`src/hdl/thgr_pkg.sv`:
```
// ----------------------------------------------------------------------------
// Touch hold gesture recognizer package
// Shared types, widths and register indexes for the hold recognizer.
// ----------------------------------------------------------------------------
package thgr_pkg;

  localparam int SlotsDefault = 8;

  localparam int SlotW   = 3;
  localparam int CoordW  = 12;
  localparam int TimeW   = 32;
  localparam int HoldW   = 16;
  localparam int StatusW = 2;

  localparam int UserW = 6;
  localparam int DataW = 4 * CoordW + 2 * TimeW;
  localparam int SqW   = 2 * CoordW;

  localparam int CfgIdxW  = 2;
  localparam int CfgDataW = 16;

  typedef enum logic [CfgIdxW-1:0] {
    CFG_MAX_DISTANCE  = 2'd0,
    CFG_MIN_HOLD_TIME = 2'd1,
    CFG_NOTIFY_ENABLE = 2'd2
  } cfg_index_e;

  typedef enum logic [StatusW-1:0] {
    HOLD_NULL = 2'd0,
    HOLD_PROG = 2'd1,
    HOLD_DONE = 2'd2,
    HOLD_FAIL = 2'd3
  } hold_state_e;

endpackage

```
`src/hdl/thgr_slot_store.sv`:
```
// ----------------------------------------------------------------------------
// Hold state store
// Per slot hold state in a synchronous memory with a registered read,
// valid bits for reset and write-to-read forwarding.
// ----------------------------------------------------------------------------
module thgr_slot_store #(
  parameter int SLOTS = thgr_pkg::SlotsDefault,
  parameter int IdxW  = (SLOTS > 1) ? $clog2(SLOTS) : 1
) (
  input  logic                  clk_i,
  input  logic                  rst_ni,
  input  logic                  rd_en_i,
  input  logic [IdxW-1:0]       rd_idx_i,
  output thgr_pkg::hold_state_e rd_state_o,
  input  logic                  wr_en_i,
  input  logic [IdxW-1:0]       wr_idx_i,
  input  thgr_pkg::hold_state_e wr_state_i
);
  import thgr_pkg::*;

  hold_state_e      mem_q [SLOTS];
  logic [SLOTS-1:0] valid_q;
  hold_state_e      rd_q;

  always_ff @(posedge clk_i) begin
    if (wr_en_i) begin
      mem_q[wr_idx_i] <= wr_state_i;
    end
  end

  always_ff @(posedge clk_i or negedge rst_ni) begin
    if (!rst_ni) begin
      valid_q <= '0;
    end else if (wr_en_i) begin
      valid_q[wr_idx_i] <= 1'b1;
    end
  end

  // A write landing on the entry being read this cycle is passed straight on.
  always_ff @(posedge clk_i) begin
    if (rd_en_i) begin
      if (wr_en_i && (wr_idx_i == rd_idx_i)) begin
        rd_q <= wr_state_i;
      end else if (valid_q[rd_idx_i]) begin
        rd_q <= mem_q[rd_idx_i];
      end else begin
        rd_q <= HOLD_NULL;
      end
    end
  end

  assign rd_state_o = rd_q;

endmodule

```
`src/hdl/touch_hold_gesture_recognizer.sv`:
```
// ----------------------------------------------------------------------------
// Touch hold gesture recognizer
// Per slot hold recognition on a stream of touch stroke updates.
// ----------------------------------------------------------------------------
// Requests pass the s1, s2 and output registers. Throughput: one request per
// cycle unless the output stalls, set by the single read-modify-write of the
// slot state store per cycle, with forwarding between back to back slots.
// Reset clears the slot valid bits at once, so every slot reads as null; no
// clearing pass is needed. Requests for slots beyond SLOTS give no result.
module touch_hold_gesture_recognizer #(
  parameter int SLOTS = thgr_pkg::SlotsDefault
) (
  input  logic                          clk_i,
  input  logic                          rst_ni,
  input  logic                          cfg_valid_i,
  output logic                          cfg_ready_o,
  input  logic [thgr_pkg::CfgIdxW-1:0]  cfg_index_i,
  input  logic [thgr_pkg::CfgDataW-1:0] cfg_data_i,
  input  logic                          s_axis_tvalid,
  output logic                          s_axis_tready,
  // slot[2:0], is_down[3], stroke_status[5:4]
  input  logic [thgr_pkg::UserW-1:0]    s_axis_tuser,
  // start_x[11:0], start_y[23:12], start_time[55:24], cur_x[67:56],
  // cur_y[79:68], cur_time[111:80]
  input  logic [thgr_pkg::DataW-1:0]    s_axis_tdata,
  output logic                          m_axis_tvalid,
  input  logic                          m_axis_tready,
  // out_slot[2:0], hold_status[4:3], notify[5]
  output logic [thgr_pkg::UserW-1:0]    m_axis_tuser,
  // out_start_x[11:0], out_start_y[23:12], out_start_time[55:24],
  // out_cur_x[67:56], out_cur_y[79:68], out_cur_time[111:80]
  output logic [thgr_pkg::DataW-1:0]    m_axis_tdata
);
  import thgr_pkg::*;

  localparam int IdxW = (SLOTS > 1) ? $clog2(SLOTS) : 1;

  logic [CoordW-1:0] max_dist_q;
  logic [HoldW-1:0]  min_hold_q;
  logic              notify_en_q;
  logic [SqW-1:0]    lim_q;

  logic              s1_valid_q, s2_valid_q, out_valid_q;
  logic              out_ready, s2_ready, s1_ready;
  logic              accept, s1_move, s2_move;

  logic [SlotW-1:0]   s1_slot_q, s2_slot_q;
  logic               s1_down_q, s2_down_q;
  logic [StatusW-1:0] s1_stroke_q, s2_stroke_q;
  logic [DataW-1:0]   s1_data_q, s2_data_q;
  logic [SqW-1:0]     s2_dx2_q, s2_dy2_q;
  logic               s2_hold_ok_q;

  logic [CoordW-1:0] s1_start_x, s1_start_y, s1_cur_x, s1_cur_y;
  logic [TimeW-1:0]  s1_start_time, s1_cur_time, s1_dt;
  logic [CoordW-1:0] s1_adx, s1_ady;

  hold_state_e       cur_state, nxt_state, stroke;
  logic              call;
  logic [SqW:0]      d2;
  logic              too_far;

  logic [UserW-1:0]  out_user_q;
  logic [DataW-1:0]  out_data_q;

  assign cfg_ready_o = 1'b1;

  always_ff @(posedge clk_i or negedge rst_ni) begin
    if (!rst_ni) begin
      max_dist_q  <= '0;
      min_hold_q  <= '0;
      notify_en_q <= 1'b0;
      lim_q       <= '0;
    end else begin
      lim_q <= max_dist_q * max_dist_q;
      if (cfg_valid_i) begin
        unique case (cfg_index_i)
          CFG_MAX_DISTANCE:  max_dist_q  <= cfg_data_i[CoordW-1:0];
          CFG_MIN_HOLD_TIME: min_hold_q  <= cfg_data_i[HoldW-1:0];
          CFG_NOTIFY_ENABLE: notify_en_q <= cfg_data_i[0];
          default: ;
        endcase
      end
    end
  end

  assign out_ready     = !out_valid_q || m_axis_tready;
  assign s2_ready      = !s2_valid_q || out_ready;
  assign s1_ready      = !s1_valid_q || s2_ready;
  assign s_axis_tready = s1_ready;
  assign accept        = s_axis_tvalid && s1_ready;
  assign s1_move       = s1_valid_q && s2_ready;
  assign s2_move       = s2_valid_q && out_ready;

  always_ff @(posedge clk_i or negedge rst_ni) begin
    if (!rst_ni) begin
      s1_valid_q  <= 1'b0;
      s2_valid_q  <= 1'b0;
      out_valid_q <= 1'b0;
    end else begin
      if (s1_ready) begin
        s1_valid_q <= accept && (32'(s_axis_tuser[SlotW-1:0]) < SLOTS);
      end
      if (s2_ready) begin
        s2_valid_q <= s1_valid_q;
      end
      if (out_ready) begin
        out_valid_q <= s2_valid_q;
      end
    end
  end

  always_ff @(posedge clk_i) begin
    if (accept) begin
      s1_slot_q   <= s_axis_tuser[SlotW-1:0];
      s1_down_q   <= s_axis_tuser[SlotW];
      s1_stroke_q <= s_axis_tuser[SlotW+1 +: StatusW];
      s1_data_q   <= s_axis_tdata;
    end
  end

  assign s1_start_x    = s1_data_q[0 +: CoordW];
  assign s1_start_y    = s1_data_q[CoordW +: CoordW];
  assign s1_start_time = s1_data_q[2*CoordW +: TimeW];
  assign s1_cur_x      = s1_data_q[2*CoordW+TimeW +: CoordW];
  assign s1_cur_y      = s1_data_q[3*CoordW+TimeW +: CoordW];
  assign s1_cur_time   = s1_data_q[4*CoordW+TimeW +: TimeW];

  assign s1_adx = (s1_cur_x >= s1_start_x) ? s1_cur_x - s1_start_x : s1_start_x - s1_cur_x;
  assign s1_ady = (s1_cur_y >= s1_start_y) ? s1_cur_y - s1_start_y : s1_start_y - s1_cur_y;
  assign s1_dt  = s1_cur_time - s1_start_time;

  always_ff @(posedge clk_i) begin
    if (s1_move) begin
      s2_slot_q    <= s1_slot_q;
      s2_down_q    <= s1_down_q;
      s2_stroke_q  <= s1_stroke_q;
      s2_data_q    <= s1_data_q;
      s2_dx2_q     <= s1_adx * s1_adx;
      s2_dy2_q     <= s1_ady * s1_ady;
      s2_hold_ok_q <= s1_dt > TimeW'(min_hold_q);
    end
  end

  thgr_slot_store #(
    .SLOTS(SLOTS),
    .IdxW (IdxW)
  ) u_store (
    .clk_i     (clk_i),
    .rst_ni    (rst_ni),
    .rd_en_i   (s1_move),
    .rd_idx_i  (IdxW'(s1_slot_q)),
    .rd_state_o(cur_state),
    .wr_en_i   (s2_move),
    .wr_idx_i  (IdxW'(s2_slot_q)),
    .wr_state_i(nxt_state)
  );

  assign d2      = (SqW+1)'(s2_dx2_q) + (SqW+1)'(s2_dy2_q);
  assign too_far = d2 > (SqW+1)'(lim_q);
  assign stroke  = hold_state_e'(s2_stroke_q);

  always_comb begin
    nxt_state = cur_state;
    call      = 1'b0;
    unique case (cur_state)
      HOLD_NULL: begin
        if (stroke == HOLD_PROG) begin
          nxt_state = HOLD_PROG;
          call      = 1'b1;
        end
      end
      HOLD_PROG: begin
        if (stroke == HOLD_PROG) begin
          if (too_far) begin
            nxt_state = HOLD_FAIL;
          end
          call = 1'b1;
        end else if (stroke == HOLD_DONE) begin
          nxt_state = (s2_hold_ok_q && !too_far) ? HOLD_DONE : HOLD_FAIL;
          call      = 1'b1;
        end
      end
      HOLD_DONE, HOLD_FAIL: begin
        if (s2_down_q && (stroke == HOLD_PROG)) begin
          nxt_state = HOLD_PROG;
          call      = 1'b1;
        end
      end
      default: ;
    endcase
  end

  always_ff @(posedge clk_i) begin
    if (s2_move) begin
      out_user_q <= {call && notify_en_q, nxt_state, s2_slot_q};
      out_data_q <= s2_data_q;
    end
  end

  assign m_axis_tvalid = out_valid_q;
  assign m_axis_tuser  = out_user_q;
  assign m_axis_tdata  = out_data_q;

  a_notify_needs_enable: assert property (@(posedge clk_i) disable iff (!rst_ni)
    (m_axis_tvalid && m_axis_tuser[UserW-1]) |-> notify_en_q)
    else $error("notify raised while notify is disabled");

  a_null_never_notifies: assert property (@(posedge clk_i) disable iff (!rst_ni)
    (m_axis_tvalid && (m_axis_tuser[SlotW +: StatusW] == HOLD_NULL))
      |-> !m_axis_tuser[UserW-1])
    else $error("null hold state reported with notify");

  a_result_follows_stage: assert property (@(posedge clk_i) disable iff (!rst_ni)
    (s2_valid_q && out_ready) |=> m_axis_tvalid)
    else $error("evaluated request did not reach the output register");

endmodule
```
`config.mk`:
```
export PLATFORM = sky130hd
export DESIGN_NAME = touch_hold_gesture_recognizer
export DESIGN_NICKNAME = d
export VERILOG_FILES = /design/src/hdl/thgr_pkg.sv /design/src/hdl/thgr_slot_store.sv /design/src/hdl/touch_hold_gesture_recognizer.sv
export SDC_FILE = /design/constraint.sdc
export NUM_CORES = 1
export LEC_CHECK = 0
export ABC_AREA = 1
export BUFFER_PORTS_ARGS = -buffer_cell sky130_fd_sc_hd__buf_4
export CORE_ASPECT_RATIO = 0.6
export CORE_MARGIN = 3
export CORE_UTILIZATION = 55
export CTS_BUF_LIST = sky130_fd_sc_hd__clkbuf_4 sky130_fd_sc_hd__clkbuf_8 sky130_fd_sc_hd__clkbuf_16
export DETAILED_ROUTE_END_ITERATION = 6
export GPL_TIMING_DRIVEN = 0
export PLACE_DENSITY_LB_ADDON = 0.08
export SETUP_SLACK_MARGIN = 0.2
export SYNTH_ARGS = -nofsm -noshare
export SYNTH_HDL_FRONTEND = slang
export SYNTH_SLANG_ARGS = --single-unit
```
`constraint.sdc`:
```
create_clock -name clk_i -period 8.7 [get_ports clk_i]
set_clock_uncertainty 0.1 [all_clocks]
set_input_delay 0.435 -clock clk_i [delete_from_list [all_inputs] [get_ports clk_i]]
set_output_delay 0.435 -clock clk_i [all_outputs]
set_load 0.01 [all_outputs]
```
Yosys cells after proc, flatten, opt, wreduce, memory -nomap -nowiden
Memories as Yosys holds them, arrays and structs flattened. A register that Yosys moved wholly into a read port is not among the register bits. Cells that the tools add are included.

Equality and inequality tests: 8. Reduce and logical (&&, ||, !) cells: 21. Multiplexer cells: 23. $mul: 3. Bitwise gates (word level): 1. Add/sub/neg operators: 6. Magnitude comparators: 7.

Operators with widths (number): multiplier 12 x 12 -> 24 bit (3); subtractor 12 bit (4); > comparator 32 x 16 -> 1 bit (1); subtractor 32 bit (1); adder 24 x 24 -> 25 bit (1); > comparator 25 x 24 -> 1 bit (1); greater-or-equal comparator 12 bit (2); 2-to-1 mux 12 bit (2); 2-to-1 mux 2 bit (7); 2-to-1 mux 1 bit (9); equality test 2 bit (second input constant) (4); logical AND 1 bit (8); < comparator 3 x 4 -> 1 bit (second input constant) (2); OR 8 bit (1); equality test 2 x 1 -> 1 bit (second input constant) (3); one-hot mux 2 bit (3 select lines) (1); AND reduction 2 bit (3); logical NOT 1 bit (4); logical NOT 2 bit (2); binary-select mux 1 bit (select 3 bit) (1); demux 1 bit (select 3 bit) (1); equality test 3 bit (1); greater-or-equal comparator 3 x 1 -> 1 bit (second input constant) (1); logical OR 1 bit (3); 3 further kinds (3).

Word-level logic and storage cells: 92. Register bits after elaboration: 469. Memory bits (writable): 16. Output and inout bits: 121. Memories: 1.

Memory list: u_store.mem_q (depth 8, bits a word 2, rd ports 1, clocked after memory_dff 1, wr ports 1, RTL line thgr_slot_store.sv:21) `hold_state_e mem_q [SLOTS];`.

Longest topological paths before layout
Gate-level depths: netlist (run 1).

Depth after elaboration: 9. Mapped depth: 37. Mapped depth without buffers: 36.

Cells and area by module
Synthesis (run 1) repeated with hierarchy kept, for this count alone.

Cells, all modules: 3376. Area, all modules: 33702.3 sq um.

Modules (own cells, without submodules): touch_hold_gesture_recognizer (instances 1, cells an instance 3231, seq. area each 13417.9 sq um, area an instance 32467.4 sq um); thgr_slot_store (instances 1, cells an instance 145, seq. area each 740.7 sq um, area an instance 1234.9 sq um).

Worst setup path after synthesis (run 1)
Ideal clock, no wire load.

Kind: flip-flop to flip-flop. Start point: register s1_data_q[0]. End point: register s2_dx2_q[22] (data pin). Slack: 2.171 ns. Required time: 8.335 ns. Arrival time: 6.164 ns. Clock period less this slack: 6.529 ns. Cell stages (with the launch flop): 30. Cells stage by stage: edfxtp_1 -> ha_1 -> fa_1 -> o21ai_2 -> nand3_1 -> and3_1 -> nand2_2 -> inv_2 -> buf_6 -> nand2_1 -> nand2_2 -> buf_6 -> nor2_1 -> fa_1 -> fa_1 -> fa_1 -> fa_1 -> inv_1 -> fa_1 -> inv_1 -> ha_1 -> a21oi_1 -> o21ai_0 -> a21oi_1 -> o21ai_0 -> nand2_1 -> nand2_1 -> a21oi_1 -> o21ai_0 -> xor2_1.

Cells in the longest elaborated chain, start to end: 3. Elaborated cells between the ends (all ways): 5. Classes of those cells: add/sub: 2; mul: 1; order compare: 1; mux: 1.

Ends and longest elaborated chain: from (decl) (RTL line touch_hold_gesture_recognizer.sv:50) `logic [DataW-1:0] s1_data_q, s2_data_q;`; from (signal assigned) (RTL line touch_hold_gesture_recognizer.sv:118) `s1_data_q <= s_axis_tdata;`; subtractor 12 bit or greater-or-equal comparator 12 bit (tied branches) (RTL line touch_hold_gesture_recognizer.sv:129) `assign s1_adx = (s1_cur_x >= s1_start_x) ? s1_cur_x - s1_start_x : s1_start_x - s1_cur_x;`; 2-to-1 mux 12 bit (*) (RTL line touch_hold_gesture_recognizer.sv:129); multiplier 12 x 12 -> 24 bit (*) (RTL line touch_hold_gesture_recognizer.sv:139) `s2_dx2_q <= s1_adx * s1_adx;`; to (signal assigned) (RTL line touch_hold_gesture_recognizer.sv:139); to (decl) (RTL line touch_hold_gesture_recognizer.sv:51) `logic [SqW-1:0] s2_dx2_q, s2_dy2_q;`.

Mark *: on every way between the ends. The rest lies on a longest branch, timed or not. A chain may end at the register's enable or synchronous reset.

Worst setup path in the final report (run 1)
Start point: register s1_data_q[9]. End point: register s2_dx2_q[22] (data pin).

The elaborated chain is that of the path after synthesis.

==> summary.md, run 1 <==
| Metric | Value |
|---|---|
| Outcome | finished, final reports clean |
| Final #Nets | 4450 |
| Via count of the first global-routing pass | 24100 |
| Sequential area share after synthesis | 42.5% |
| Async SR Flop Fraction | 13.0% |
| Element type at the critical path start | flop |
| GP Congestion | 0.927 |
| R2R Path Start | s1_data_q[9] |
| Slew HR | 33.7% |
| Clock tree buffer depth | 3 |
| Main area contributors after synthesis | edfxtp_1, fa_1, ha_1 |
| XOR/XNOR Fraction of Synth Area | 3.66% |
| Fin. max-slew vios | 0 |
| Antenna-violating nets left | 0 |
| Initial drt markers | 2021 |
| Drt drc | 0 |
| Maximum clock rate | 129 MHz |
| Crit-path most repeated cell | nand2_1 |
| Mapped cell area | 33500 µm² |
| WHS Path Cells | 3 |
| CTS tree | done |
| # rows | 69 |
| Gr usage total | 25.6% |
| Pin count of the biggest net entering global routing | 90 |
| Mux cell area share after synthesis | 0.0336% |
| Via count | 24100 |
| Top cells by count, synth | inv_1, nand2_1, edfxtp_1 |
| WP data arrival | 8.01 ns |
| Post-Syn Nets | 4016 |
| DRT Pass-1 Iters | 6 |
| Count of cell types in the netlist | 51 |
| RR Endpoint | s2_dx2_q[22] |
| Worst-Skew Late Latency | 0.62 ns |
| Post-Synth Adder-Cell Area | 26.2% |
| CP max FO | 10 |
| First-pass GRT wire length | 129 mm |
| Compound-gate portion of the synthesized area | 6.77% |
| Worst-path clk slew | 0.08 ns |
| Hold EP | s1_valid_q |
| Drt total wl | 80.6 mm |
| Synthesis-stage register bit count | 485 |
| Core Region | 59700 µm² |
| Post-CTS Setup Bufs | 0 |
| Port Buffers | 260 |
| H-tree levels | 2 |
| Worst stage delay on the critical path | 0.54 ns |
| Wire length per cell | 17.5 µm |
| Initial antenna violation count | 0 |
| RSZ-0062 raised after global routing | no |
| Main combinational cell family by area after synthesis | adder cells |
| Layout area overhead | 17.4% |
| CTS Sinks | 485 |
| Hold path start | s_axis_tvalid |
| Final worst path period share | 89.4% |
| Yosys top cell area share | 37.6% |
| CTS buffer count | 45 |
| Most common cell in the netlist | inv_1 |
| Worst setup EP type | flop |
| Via/cell ratio | 5.24 |
| Setup_tns | 0 ns |
| Share of post-route cells with drive strength above 1 | 11.9% |
| Die width | 324 µm |
| R2r setup slk | 0.93 ns |
| Critical Path RT | 8.94 ns |
| Post-synthesis simple-gate area fraction | 12.0% |
| I/O Pins | 262 |
| Post-synth EDFFs | 419 |
| Initial core utilization | 56.1% |
| Top FF cell, synth | edfxtp_1 |
| Die Ht | 197 µm |
| Hold Vio Cnt, Final | 0 |
| Synthesized netlist cell count | 3321 |
| Mean Syn Cell Area | 10.1 µm² |
| GRT overflow | 0 |
| Hold/Removal Path Class | input pin to flop |
| Crit path time final | 7.77 ns |
| Worst R2R Path Depth | 30 |
| Cell taking the most area after synthesis | edfxtp_1 |
| Worst Tran Pin Value | 0.986 ns |
| Post-DP HPWL | 63.7 mm |
| Synth warnings | 0 |
| Die area | 64000 µm² |
| CTS Root Buffer Type | clkbuf_16 |
| Setup Crit Path Kind | flop to flop |
| Setup violators final | 0 |
| Max_cap viols | 0 |
| Slowest CP cell | fa_1 |
## kinds of logic after synthesis
| group | after synthesis |
|---|---|
| simple gates | 969 |
| other cells | 1 |
| compound gates | 404 |
| fa+ha+maj | 554 |
| buf+inv | 767 |
| mux | 1 |
| xor+xnor | 140 |
| flops | 485 |
## registers in the layout (all words and copies together), names as in the netlist, 3 cells and up, named ones only
register / flops
s2_dx2_q: 23
s2_slot_q: 3
max_dist_q: 12
lim_q: 23
u_store.mem_q: 16
min_hold_q: 16
s1_data_q: 112
s1_slot_q: 3
m_axis_tdata: 112
u_store.valid_q: 8
s2_data_q: 112
m_axis_tuser: 6
s2_dy2_q: 23
## per-stage QoR
stage / setup WS, ns / hold WS [ns] / util (%) / cells / cell area [µm²]
after floorplan: 2.17 / 0.0394 / - / 3321 / 33500
after global placement: 1.15 / 0.302 / 61.1 / 4397 / 36400
after detailed placement: 1.10 / 0.305 / 61.3 / 4400 / 36500
after CTS: 1.06 / 0.00486 / 65.9 / 4607 / 39300
after global routing: 0.500 / 0.0327 / 65.9 / 4607 / 39300
final: 0.926 / 0.0305 / 65.9 / 4608 / 39300
## metal layers
layer | GRT usage, % | routed length [µm] | share of wire [%] | up-vias
met5 | 0 | 0 | 0 | -
met4 | 4.26 | 1180 | 1.5 | 0
met3 | 6.79 | 7590 | 9.4 | 91
met2 | 35.8 | 32500 | 40 | 898
met1 | 40.3 | 39300 | 49 | 11600
li1 | - | - | - | 11500
## worst max-delay path, delay by kind of cell (launching register included)
kind                     cells  cell delay (ns)
AO/OA/AOI/OAI                5             1.35
flip-flops                   1             0.38
adder cells (fa/ha/maj)      7             3.36
AND/OR/NAND/NOR             10             1.33
buffers and inverters        7             0.87
XOR/XNOR                     1             0.09
## layout make-up
type | instances | area (µm²)
Fill cell | 4659 | 20300
Multi-Input combinational cell | 2069 | 16300
Sequential cell | 485 | 14200
Timing Repair Buffer | 387 | 3280
Inverter | 718 | 2710
Clock buffer | 56 | 1210
Tap cell | 816 | 1020
Clock inverter | 27 | 300
Buffer | 49 | 282
Antenna cell | 1 | 2.50
## worst max path at each step
stage	startpoint	end	slack [ns]
2_1_floorplan	s1_data_q[0]	s2_dx2_q[22]	2.17
3_3_place_gp	s1_data_q[65]	s2_dx2_q[22]	1.15
3_5_place_dp	s1_data_q[9]	s2_dx2_q[22]	1.10
4_1_cts	s1_data_q[9]	s2_dx2_q[22]	1.06
5_1_grt	s1_data_q[9]	s2_dx2_q[22]	0.50
6_report	s1_data_q[9]	s2_dx2_q[22]	0.93
## what timing repair did
| action | CTS | global route |
|---|---|---|
| gates resized for setup | 0 | 0 |
| endpoints found under the setup margin | 0 | 0 |
| endpoints found under the hold margin | 189 | 0 |
| hold buffers | 124 | 0 |
## cell usage in the layout (no fill, tap or decap), drive strengths merged, types with 4 or more instances in the layout
master | netlist | routed
nor3 | 15 | 15
dlygate4sd3 | 0 | 124
o2111ai | 4 | 4
dfrtp | 63 | 63
clkinv | 0 | 17
a21oi | 185 | 185
nand2 | 560 | 560
a31oi | 4 | 4
bufinv | 0 | 4
edfxtp | 419 | 419
xor2 | 100 | 100
o211ai | 7 | 7
and3 | 4 | 4
nor4 | 4 | 4
o21bai | 13 | 13
a21o | 12 | 12
a211oi | 5 | 5
ha | 311 | 311
o21a | 5 | 5
nand3b | 4 | 4
o32ai | 4 | 4
clkbuf | 25 | 81
o21ai | 146 | 146
a21boi | 7 | 7
nand3 | 73 | 73
inv | 718 | 722
nand4 | 29 | 29
nor2 | 272 | 272
xnor2 | 40 | 40
fa | 243 | 243
or2 | 6 | 6
buf | 24 | 287
Power of run 1 is left out: the tool's default activity adds up to more than one toggle a clock period on the data nets, which glitch-free logic cannot reach.
==> run 2, diff against run 1 <==
--- a/config.mk
+++ b/config.mk
@@ -7,9 +7,11 @@
 export LEC_CHECK = 0
 export ABC_AREA = 1
 export BUFFER_PORTS_ARGS = -buffer_cell sky130_fd_sc_hd__buf_4
+export CELL_PAD_IN_SITES_DETAIL_PLACEMENT = 0
+export CELL_PAD_IN_SITES_GLOBAL_PLACEMENT = 1
 export CORE_ASPECT_RATIO = 0.6
 export CORE_MARGIN = 3
-export CORE_UTILIZATION = 55
+export CORE_UTILIZATION = 49
 export CTS_BUF_LIST = sky130_fd_sc_hd__clkbuf_4 sky130_fd_sc_hd__clkbuf_8 sky130_fd_sc_hd__clkbuf_16
 export DETAILED_ROUTE_END_ITERATION = 6
 export GPL_TIMING_DRIVEN = 0
==> constraint.sdc (replaced) <==
create_clock -name clk_i -period 8.7 [get_ports clk_i]
set_clock_uncertainty 0.1 [all_clocks]
set_input_delay 0.435 -clock clk_i [delete_from_list [all_inputs] [get_ports clk_i]]
set_output_delay 0.435 -clock clk_i [all_outputs]
set_load 0.1 [all_outputs]
==> run 2 against run 1 <==
Clock-buffer cell count is 3 higher. Core utilization shrank 7.1 points. Sequential cell count is the same. Sequential share of layout area down 0.064 points. Routed wire length up 4.1%. Final cell count increased by 1.8%. Fmax grew 0.23%. Design area grew 0.18%. Global-route usage decreased by 1.9 points. Via count fell by 0.57%. Die area grew 12%. Highest routed layer unchanged.
==> summary.md, run 2 (same netlist as run 1, synthesis figures left out) <==
| Metric | Value |
|---|---|
| Outcome | finished, final reports clean |
| Final #Nets | 4450 (unchanged) |
| Worst Tran Pin Value | 1.12 ns (+0.131 ns) |
| Fin. max-slew vios | 0 (unchanged) |
| Element type at the critical path start | flop |
| Wire length per cell | 17.9 µm (+2.3%) |
| Initial drt markers | 1894 (-6.3%) |
| Setup violators final | 0 (unchanged) |
| Worst-Skew Late Latency | 0.58 ns (-0.04 ns) |
| Most common cell after layout, fill and taps aside | inv_1 |
| Die area | 71600 µm² (+12%) |
| Gr usage total | 23.7% (-1.9 points) |
| Initial antenna violation count | 0 (unchanged) |
| Via/cell ratio | 5.11 (-2.3%) |
| Most frequent cells in the layout | inv_1, nand2_1, edfxtp_1 |
| CTS buffer count | 46 (+2.2%) |
| GP Congestion | 0.911 (-1.8%) |
| RSZ-0062 raised after global routing | no |
| Pin count of the biggest net entering global routing | 93 (+3.3%) |
| Die width | 343 µm (+5.8%) |
| Footprint of the multi-input gates | 16300 µm² (unchanged) |
| CP max FO | 10 (unchanged) |
| Slowest CP cell | fa_1 |
| Final worst path period share | 89.1% (-0.21 points) |
| Via count | 24000 (-0.57%) |
| Critical Path RT | 8.92 ns (-0.02 ns) |
| Max_cap viols | 0 (unchanged) |
| CTS tree | done |
| Worst-path clk slew | 0.07 ns (about the same) |
| # rows | 73 (+5.8%) |
| Post-DP HPWL | 66.2 mm (+3.9%) |
| H-tree levels | 2 (unchanged) |
| First-pass GRT wire length | 133 mm (+3.1%) |
| GRT overflow | 0 (unchanged) |
| Hold Vio Cnt, Final | 0 (unchanged) |
| Resize count post-CTS | 0 (unchanged) |
| Final worst-path setup slack | 0.944 ns (+0.0181 ns) |
| Cell Area, Placed | 36700 µm² (+0.29%) |
| Slew HR | 24.9% (-8.8 points) |
| Setup Crit Path Kind | flop to flop |
| Clock tree buffer depth | 3 (unchanged) |
| DRT Pass-1 Iters | 5 (-1) |
| I/O Pins | 262 (unchanged) |
| Core Region | 67000 µm² (+12%) |
| Crit path time final | 7.76 ns (-0.0181 ns) |
| WP data arrival | 7.97 ns (-0.04 ns) |
| CTS Sinks | 485 (unchanged) |
| Drt total wl | 83.9 mm (+4.1%) |
| Hold/Removal Path Class | input pin to flop |
| Share of post-route cells with drive strength above 1 | 11.9% (+0.030 points) |
| Worst Hold Slack | 0.0510 ns (+0.0205 ns) |
| Filler Cells Inserted | 5612 (+20%) |
| Die Ht | 208 µm (+5.8%) |
| Layout area overhead | 17.6% |
| Ant diodes | 0 (-1) |
| Worst stage delay on the critical path | 0.55 ns (about the same) |
| Setup_tns | 0 ns (unchanged) |
| Worst setup EP type | flop |
| Maximum clock rate | 129 MHz (+0.23%) |
| Design Area, Final | 39400 µm² (+0.18%) |
| Via count of the first global-routing pass | 24200 (+0.61%) |
| Crit-path most repeated cell | fa_1 |
| Pre-CTS setup slack | 1.11 ns (+0.0126 ns) |
| CTS Root Buffer Type | clkbuf_16 |
| Port Buffers | 260 (unchanged) |
| Drt drc | 0 (unchanged) |
| Initial core utilization | 50.0% (-6.1 points) |
| Antenna-violating nets left | 0 (unchanged) |
| Reg area | 14200 µm² (unchanged) |
## run 2: cell count changes in the layout (fill, tap and decap cells not counted), moves of 2 or more
cell and delta:
bufinv_16 -2, clkbuf_8 +2, inv_6 +3, clkinv_2 -3
clkbuf_16 +2, clkinvlp_4 +4
## run 2: final cells by class
| class | count | area share (%) |
|---|---|---|
| Multi-Input combinational cell | 2069 | 41.3 |
| Sequential cell | 485 | 36.1 |
| Timing Repair Buffer | 386 | 8.29 |
| Inverter | 718 | 6.89 |
| Clock buffer | 59 | 3.26 |
| Tap cell | 900 | 2.86 |
| Buffer | 49 | 0.715 |
| Clock inverter | 24 | 0.527 |
## run 2: worst paths after layout
| path | start | end | slack, ns | depth (start not counted) |
|---|---|---|---|---|
| max | s1_data_q[0] | s2_dx2_q[22] | 0.94 | 30 |
| min | cfg_data_i[3] | min_hold_q[3] | 0.05 | 3 |
| max reg2reg | s1_data_q[0] | s2_dx2_q[22] | 0.94 | 30 |
| min reg2reg | s2_data_q[78] | m_axis_tdata[78] | 0.31 | 0 |
| max in group asynchronous | rst_ni | max_dist_q[7] | 7.47 | 2 |
| min in group asynchronous | rst_ni | s2_valid_q | 0.36 | 2 |
## run 2: metal layers
layer  vias to the layer above  wire length, µm  track usage [%]
li1                      11500                -                -
met1                     11700            42000             37.9
met2                       754            34400             33.6
met3                        78             6460             4.91
met4                         0             1030             3.50
met5                         -                0                0
## run 2: critical path, delay by kind of cell, from the launching register on
kind                       cells  cell delay, ns
AOI/OAI and AO/OA              5            1.09
xor gates and xnor gates       1            0.10
adders and majority gates      8            3.73
buffers and inverters          6            0.72
and+or+nand+nor               10            1.31
DFF                            1            0.42
## run 2: repair_timing
action                    in CTS  in global routing
hold buffers                 123                  0
hold endpoints to repair     188                  0
setup buffers                  0                  0
## run 2: through the flow
step / instances / util, %
finish: 4690 / 58.8
global placement: 4481 / 54.6
detailed placement: 4484 / 54.7
global route: 4690 / 58.8
CTS: 4690 / 58.8
floorplan: 3321 / -
Power of run 2 is left out for the same reason.
